<file path="src/rtl/core/nfpa_pkg.sv">
package nfpa_pkg;

	// Table geometry
	localparam int MAX_PADS      = 64;
	localparam int LOC_W         = 11;
	localparam int PAD_IDX_W     = $clog2(MAX_PADS);
	localparam int CNT_W         = $clog2(MAX_PADS + 1);

	// Request and result field widths
	localparam int NET_W         = 16;
	localparam int SRC_W         = 10;
	localparam int BATCH_W       = 7;
	localparam logic [BATCH_W-1:0] BATCH_MAX = {BATCH_W{1'b1}};

	// Distance arithmetic: wide enough for either operand plus a sign
	localparam int WIDE_W        = (LOC_W > SRC_W) ? LOC_W : SRC_W;
	localparam int DIFF_W        = WIDE_W + 2;
	localparam int DIST_W        = DIFF_W - 1;

	// Op codes
	localparam logic [1:0] OP_ADD    = 2'd0;
	localparam logic [1:0] OP_ASSIGN = 2'd1;
	localparam logic [1:0] OP_CLEAR  = 2'd2;

	// Result status codes
	typedef enum logic [1:0] {
		ST_OK     = 2'd0,
		ST_FULL   = 2'd1,
		ST_NOFREE = 2'd2,
		ST_SKIP   = 2'd3
	} status_t;

	// Best-candidate token that walks down the row of cells
	typedef struct packed {
		logic                 found;
		logic [DIST_W-1:0]    gap;
		logic [PAD_IDX_W-1:0] idx;
	} scan_tok_t;

	// Broadcast control from the sequencer to every cell
	typedef struct packed {
		logic                 wr;
		logic                 mark;
		logic                 clr;
		logic [PAD_IDX_W-1:0] sel;
		logic [LOC_W-1:0]     loc;
		logic                 supply;
		logic [NET_W-1:0]     owner;
		logic [SRC_W-1:0]     sx;
		logic [CNT_W-1:0]     pad_count;
	} cell_ctrl_t;

endpackage

</file>
<file path="src/rtl/core/nfpa_cell.sv">
module nfpa_cell
	import nfpa_pkg::*;
(
	input  logic                 clk,
	input  logic                 arst_n,
	input  logic [PAD_IDX_W-1:0] cell_idx,
	input  cell_ctrl_t           ctrl,
	input  scan_tok_t            tok_in,
	output scan_tok_t            tok_out
);

	logic [LOC_W-1:0]         loc_q;
	logic                     supply_q;
	logic                     used_q;
	logic [NET_W-1:0]         owner_q;
	scan_tok_t                tok_q;

	logic                     hit;
	logic                     present;
	logic                     eligible;
	logic signed [DIFF_W-1:0] loc_ext;
	logic signed [DIFF_W-1:0] sx_ext;
	logic signed [DIFF_W-1:0] diff;
	logic [DIST_W-1:0]        gap;
	logic                     take;

	assign hit     = (ctrl.sel == cell_idx);
	assign present = ({1'b0, cell_idx} < (PAD_IDX_W + 1)'(ctrl.pad_count));

	// Absolute distance from this pad to the source
	assign loc_ext  = DIFF_W'($signed(loc_q));
	assign sx_ext   = $signed(DIFF_W'(ctrl.sx));
	assign diff     = loc_ext - sx_ext;
	assign gap      = diff[DIFF_W-1] ? DIST_W'(-diff) : DIST_W'(diff);

	// Strictly nearer only: earlier cells win ties
	assign eligible = present && !used_q && !supply_q;
	assign take     = eligible && (!tok_in.found || (gap < tok_in.gap));

	// Pad entry payload
	always_ff @(posedge clk) begin
		if (ctrl.wr && hit) begin
			loc_q    <= ctrl.loc;
			supply_q <= ctrl.supply;
		end
		if (ctrl.mark && hit) begin
			owner_q <= ctrl.owner;
		end
	end

	// Used mark
	always_ff @(posedge clk or negedge arst_n) begin
		if (!arst_n) begin
			used_q <= 1'b0;
		end else if (ctrl.clr) begin
			used_q <= 1'b0;
		end else if (ctrl.wr && hit) begin
			used_q <= 1'b0;
		end else if (ctrl.mark && hit) begin
			used_q <= 1'b1;
		end
	end

	// Hand the better candidate to the next cell
	always_ff @(posedge clk) begin
		if (take) begin
			tok_q.found <= 1'b1;
			tok_q.gap   <= gap;
			tok_q.idx   <= cell_idx;
		end else begin
			tok_q <= tok_in;
		end
	end

	assign tok_out = tok_q;

endmodule

</file>
<file path="config.mk">
export PLATFORM = sky130hd
export DESIGN_NAME = nfpa_cell
export DESIGN_NICKNAME = d
export VERILOG_FILES = /design/src/rtl/core/nfpa_pkg.sv /design/src/rtl/core/nfpa_cell.sv
export SDC_FILE = /design/constraint.sdc
export NUM_CORES = 1
export LEC_CHECK = 0
export ABC_CLOCK_PERIOD_IN_PS = 10300
export BUFFER_PORTS_ARGS = -buffer_cell sky130_fd_sc_hd__buf_4
export CAP_MARGIN = 10
export CORE_MARGIN = 5
export CORE_UTILIZATION = 52
export CTS_BUF_LIST = sky130_fd_sc_hd__clkbuf_16
export CTS_CLUSTER_DIAMETER = 80
export DETAILED_ROUTE_END_ITERATION = 12
export PLACE_DENSITY = 0.83
export SYNTH_ARGS = -nofsm -noshare
export SYNTH_HDL_FRONTEND = slang
export SYNTH_SLANG_ARGS = --single-unit
</file>
<file path="constraint.sdc">
create_clock -name clk -period 10.3 [get_ports clk]
set_clock_uncertainty 0.15 [all_clocks]
set_input_delay 0 -clock clk [delete_from_list [all_inputs] [get_ports clk]]
set_output_delay 0 -clock clk [all_outputs]
set_load 0.02 [all_outputs]
</file>
Word-level counts from Yosys, hierarchy flattened
Index checks and enable logic that the tools add are counted.
{ "word_totals": {"output_inout_bits": 19, "ff_bits": 32, "in_bits": 81, "word_cells": 26} }
{ "op_classes": {"eq_ne": 1, "n_reduce_logical": 10, "muxes": 5, "add_sub_neg": 2, "n_lt_le_gt_ge": 2} }
{ "ops": {"columns": ["cell", "n"], "rows": [
  ["2-to-1 mux 18 bit", 1],
  ["< comparator 12 bit", 1],
  ["2-to-1 mux 12 bit", 1],
  ["negation 12 bit", 1],
  ["subtractor 11 x 11 -> 12 bit", 1],
  ["< comparator 6 x 7 -> 1 bit", 1],
  ["equality test 6 bit", 1],
  ["logical AND 1 bit", 5],
  ["zero test 1 bit", 3],
  ["2-to-1 mux 1 bit", 3],
  ["nonzero test 3 bit", 1],
  ["logical OR 1 bit", 1]
]} }

Logic depth before layout (Yosys ltp)
{ "depth": {"depth_word": 7, "mapped_depth": 18, "ltp_nobuf": 17} }

Worst setup path before layout
Ideal clock, no wire load.
{ "synth_timing": {"path_type": "reg2reg", "startpoint": "register loc_q[0]", "endpoint": "register tok_q (netlist bit tok_out[10])", "setup_ns": 0.121, "slack_ns": 6.217, "arrival_time_ns": 3.812, "n_path_buf": 1, "t_required_ns": 10.029, "path_stages_with_launch": 19, "cell_sequence": "edfxtp_1 -> inv_1 -> ha_1 -> inv_1 -> fa_1 -> a211oi_2 -> o211ai_1 -> a221o_1 -> a21oi_1 -> a41oi_1 -> xnor2_1 -> ha_1 -> o21ai_0 -> a21oi_1 -> o21ai_0 -> a41oi_1 -> nor3_4 -> buf_2 -> mux2_2"} }
{ "synth_via": {"elab_chain_len": 7} }
{ "synth_rtl": {"columns": ["element", "line_no", "text"], "rows": [
  ["start: declaration", "nfpa_cell.sv:12", "logic [LOC_W-1:0] loc_q;"],
  ["start signal: assignment", "nfpa_cell.sv:43", "loc_q <= ctrl.loc;"],
  ["subtractor 11 x 11 -> 12 bit (*)", "nfpa_cell.sv:33", "assign diff = loc_ext - sx_ext;"],
  ["negation 12 bit", "nfpa_cell.sv:34", "assign gap = diff[DIFF_W-1] ? DIST_W'(-diff) : DIST_W'(diff);"],
  ["2-to-1 mux 12 bit (*)", "nfpa_cell.sv:34", null],
  ["< comparator 12 bit", "nfpa_cell.sv:38", "assign take = eligible && (!tok_in.found || (gap < tok_in.gap));"],
  ["logical OR 1 bit", "nfpa_cell.sv:38", null],
  ["logical AND 1 bit", "nfpa_cell.sv:38", null],
  ["2-to-1 mux 18 bit (*)", "nfpa_cell.sv:66", "if (take) begin"],
  ["end signal: assignment", "nfpa_cell.sv:71", "tok_q <= tok_in;"],
  ["end: declaration", "nfpa_cell.sv:16", "scan_tok_t tok_q;"]
]} }
Mark *: on every way between the ends. The rest lies on a longest branch, timed or not.
A chain may end at the register's enable or synchronous reset.

Worst setup path after layout
{ "layout_timing": {"startpoint": "register loc_q[1]", "endpoint": "register tok_q (netlist bit tok_out[5])"} }
{ "layout_via": {"elab_chain_len": 7} }
{ "layout_rtl": {"columns": ["element", "line_no"], "rows": [
  ["subtractor 11 x 11 -> 12 bit (*)", "nfpa_cell.sv:33"],
  ["negation 12 bit", "nfpa_cell.sv:34"],
  ["2-to-1 mux 12 bit (*)", "nfpa_cell.sv:34"],
  ["< comparator 12 bit (*)", "nfpa_cell.sv:38"],
  ["logical OR 1 bit (*)", "nfpa_cell.sv:38"],
  ["logical AND 1 bit (*)", "nfpa_cell.sv:38"],
  ["2-to-1 mux 18 bit (*)", "nfpa_cell.sv:66"]
]} }
Marks and branches as above.

==> insert_results.sql <==
INSERT INTO impl_metrics (metric_group, metric, value, unit) VALUES
('sta', 'max-slew-margin-rel', '42.5', '%'),
('sta', 'setup_repair_after_global_routing_missed_its_margin', 'false', ''),
('power_and_ir_drop', 'power.density_cell_area', '119', 'nW/um2'),
('sta', 'report.final.slew_viol_count', '0', ''),
('floorplanning', 'number_of_placed_i_o_pins', '100', ''),
('placement', 'post-dp-hpwl', '4.19', 'mm'),
('floorplanning', 'floorplan.die.height', '76.9', 'um'),
('clocking', 'post_cts_buffers', '0', ''),
('final_layout', 'area_growth', '53.1', '%'),
('clocking', 'cts_htree_levels', '2', ''),
('clocking', 'insertion_delay', '0.28', 'ns'),
('placement', 'place_congestion', '0.777', ''),
('clocking', 'cts_hold_buffers', '43', ''),
('routing', 'remaining_drc_errors', '0', ''),
('logic_synthesis', 'number_of_register_bits_inferred_by_synthesis', '32', ''),
('logic_synthesis', 'yosys_warnings', '0', ''),
('logic_synthesis', 'yosys.cell_count.top_type', 'sky130_fd_sc_hd__inv_1', ''),
('final_layout', 'register_area', '766', 'um2'),
('clocking', 'post_cts.resized_instances', '0', ''),
('power_and_ir_drop', 'power.leakage', '1.68', 'nW'),
('placement', 'preCtsSetupSlack', '5.44', 'ns'),
('final_layout', 'layout_cells_sized_above_1', '32.1', '%'),
('sta', 'period_needed', '5.50', 'ns'),
('final_layout', 'filler_cell_count', '262', ''),
('worst_setup_path', 'crit_path_start_kind', 'flop', ''),
('outcome', 'outcome', 'completed', ''),
('clocking', 'tritoncts', 'done', ''),
('routing', 'routedWlPerCell', '14.5', 'um'),
('clocking', 'clock_tree.buffer_depth', '2', ''),
('routing', 'routed_wirelength', '6.10', 'mm'),
('clocking', 'cts.sink_count', '32', ''),
('clocking', 'cts_root_buf', 'sky130_fd_sc_hd__clkbuf_16', ''),
('flow_run', 'cap_violations', '0', ''),
('worst_setup_path', 'worstPathMaxFanout', '18', ''),
('routing', 'drt_iter0_drcs', '44', ''),
('sta', 'post-route-worst-setup-slack', '4.80', 'ns'),
('routing', 'detailedRoute.firstPassIterationCount', '4', ''),
('sta', 'timing.final.crit_share', '53.4', '%'),
('worst_setup_path', 'regToRegEndpoint', 'tok_out[5]', ''),
('grt', 'grt_first_pass_wirelength', '10.4', 'mm'),
('worst_setup_path', 'crit-reg2reg-launch', 'loc_q[1]', ''),
('logic_synthesis', 'synth_cells', '237', ''),
('logic_synthesis', 'yosysTopAreaCellShare', '16.4', '%'),
('sta', 'setup-violations-final', '0', ''),
('clocking', 'numCtsBuffers', '5', ''),
('logic_synthesis', 'synth-async-reset-ratio', '3.13', '%'),
('routing', 'vias', '2224', ''),
('logic_synthesis', 'synth_area_per_cell', '9.81', 'um2'),
('grt', 'grt.total_usage', '21.4', '%'),
('worst_setup_path', 'cp-endpoint', 'tok_out[5]', ''),
('logic_synthesis', 'synth_top_area_cell', 'sky130_fd_sc_hd__dfxtp_1', ''),
('sta', 'worst-slew-pin-transition', '0.862', 'ns'),
('final_layout', 'finish.utilization', '81.7', '%'),
('logic_synthesis', 'synth_sequential_area_ratio', '32.9', '%'),
('power_and_ir_drop', 'finalPower', '0.423', 'mW'),
('final_layout', 'antenna_diode_count', '0', ''),
('grt', 'grt_overflow_total', '0', ''),
('logic_synthesis', 'dominantRegCellSynth', 'sky130_fd_sc_hd__dfxtp_1', ''),
('clocking', 'clk_transition_reported_paths', '0.05', 'ns'),
('sta', 'report.final.hold_viol_count', '0', ''),
('power_and_ir_drop', 'maximum_ir_drop_on_the_vdd_rail', '0.0882', 'mV'),
('logic_synthesis', 'ys_top_cells_by_count', 'sky130_fd_sc_hd__inv_1 (32), sky130_fd_sc_hd__ha_1 (27), sky130_fd_sc_hd__dfxtp_1 (19), sky130_fd_sc_hd__mux2_2 (18), sky130_fd_sc_hd__nor2_1 (15)', ''),
('logic_synthesis', 'synth_area', '2320', 'um2'),
('routing', 'via_per_inst', '5.30', ''),
('worst_setup_path', 'worstSetupPathType', 'flop to flop', ''),
('logic_synthesis', 'synth_fp_nets', '346', ''),
('grt', 'grt_max_degree', '19', ''),
('floorplanning', 'die-width', '76.9', 'um'),
('min_path', 'min_path_cells', '2', ''),
('floorplanning', 'start_util', '53.4', '%'),
('placement', 'buffer_ports.inserted', '83', '');
layout make-up:
type / instances / area share (%)
multi-input combinational: 170 / 39.8
sequential: 32 / 21.5
inverter: 32 / 3.38
tap: 52 / 1.83
clock buffer: 5 / 3.52
clock inverter: 3 / 0.316
timing repair buffer: 126 / 29.6
per-layer routing:
layer  track usage, %  share of wire, %
met1             24.1                40
met2             37.4                52
met3             5.74               5.2
met4             9.09               2.6
met5                0                 0
where the power goes:
part / internal [mW] / switching [mW] / total [mW]
registers: 0.141 / 0.00245 / 0.144
clock network: 0.0870 / 0.0528 / 0.140
logic: 0.0749 / 0.0652 / 0.140
cells by family after synthesis:
logic type      Yosys count  share of synthesized area (%)
mux                      20                           9.58
buf+inv                  35                           6.08
flops                    32                           32.9
compound gates           51                           16.1
simple gates             51                           12.4
fa+ha+maj                28                           15.4
xor+xnor                 20                           7.54
placed cells by master, fill, tap and decap left out, types with 2 or more instances in the layout:
cell type,instances
sky130_fd_sc_hd__a211oi_1,2
sky130_fd_sc_hd__a21o_1,6
sky130_fd_sc_hd__a21oi_1,11
sky130_fd_sc_hd__a31oi_1,3
sky130_fd_sc_hd__a41oi_1,3
sky130_fd_sc_hd__and2_1,2
sky130_fd_sc_hd__and3_1,3
sky130_fd_sc_hd__and3_2,2
sky130_fd_sc_hd__buf_4,83
sky130_fd_sc_hd__clkbuf_16,5
sky130_fd_sc_hd__dfxtp_1,19
sky130_fd_sc_hd__dlygate4sd3_1,43
sky130_fd_sc_hd__edfxtp_1,12
sky130_fd_sc_hd__ha_1,27
sky130_fd_sc_hd__inv_1,33
sky130_fd_sc_hd__mux2_2,18
sky130_fd_sc_hd__mux2i_1,2
sky130_fd_sc_hd__nand2_1,6
sky130_fd_sc_hd__nand2b_1,3
sky130_fd_sc_hd__nand4_1,2
sky130_fd_sc_hd__nor2_1,15
sky130_fd_sc_hd__nor3_1,5
sky130_fd_sc_hd__o2111ai_1,2
sky130_fd_sc_hd__o211ai_1,2
sky130_fd_sc_hd__o21ai_0,6
sky130_fd_sc_hd__o21ai_1,2
sky130_fd_sc_hd__or2_2,2
sky130_fd_sc_hd__xnor2_1,13
sky130_fd_sc_hd__xor2_1,7
worst min-delay path by stage:
stage	from	to
5_1_grt	ctrl[53]	loc_q[4]
4_1_cts	ctrl[53]	loc_q[1]
6_report	ctrl[53]	loc_q[2]
3_5_place_dp	arst_n	used_q
3_3_place_gp	arst_n	used_q
2_1_floorplan	arst_n	used_q
stage by stage:
stage,hold WS (ns),std cells,cell area [um2]
final,0.246,420,3560
after global routing,0.282,420,3560
after CTS,0.254,420,3560
after detailed placement,-0.373,369,2990
after global placement,-0.374,369,2990
after floorplan,-0.446,237,2320
state kept, by name (all words and copies together) (netlist names):
register / flops
loc_q: 11
supply_q: 1
tok_out: 19
used_q: 1
worst max-delay path, cell delays in order, from the launching register on:
cell,delay [ns]
sky130_fd_sc_hd__edfxtp_1,0.41
sky130_fd_sc_hd__ha_1,0.30
sky130_fd_sc_hd__nand2b_1,0.12
sky130_fd_sc_hd__a211oi_1,0.41
sky130_fd_sc_hd__nor3_1,0.12
sky130_fd_sc_hd__o2bb2ai_1,0.71
sky130_fd_sc_hd__mux2_2,0.43
sky130_fd_sc_hd__ha_1,0.29
sky130_fd_sc_hd__a21o_1,0.17
sky130_fd_sc_hd__a211oi_1,0.25
sky130_fd_sc_hd__or3_1,0.16
sky130_fd_sc_hd__a41oi_1,0.19
sky130_fd_sc_hd__nor3_4,0.69
sky130_fd_sc_hd__mux2_2,0.41
sky130_fd_sc_hd__dlygate4sd3_1,0.56
Note: power is estimated with default switching activity, not from simulation.
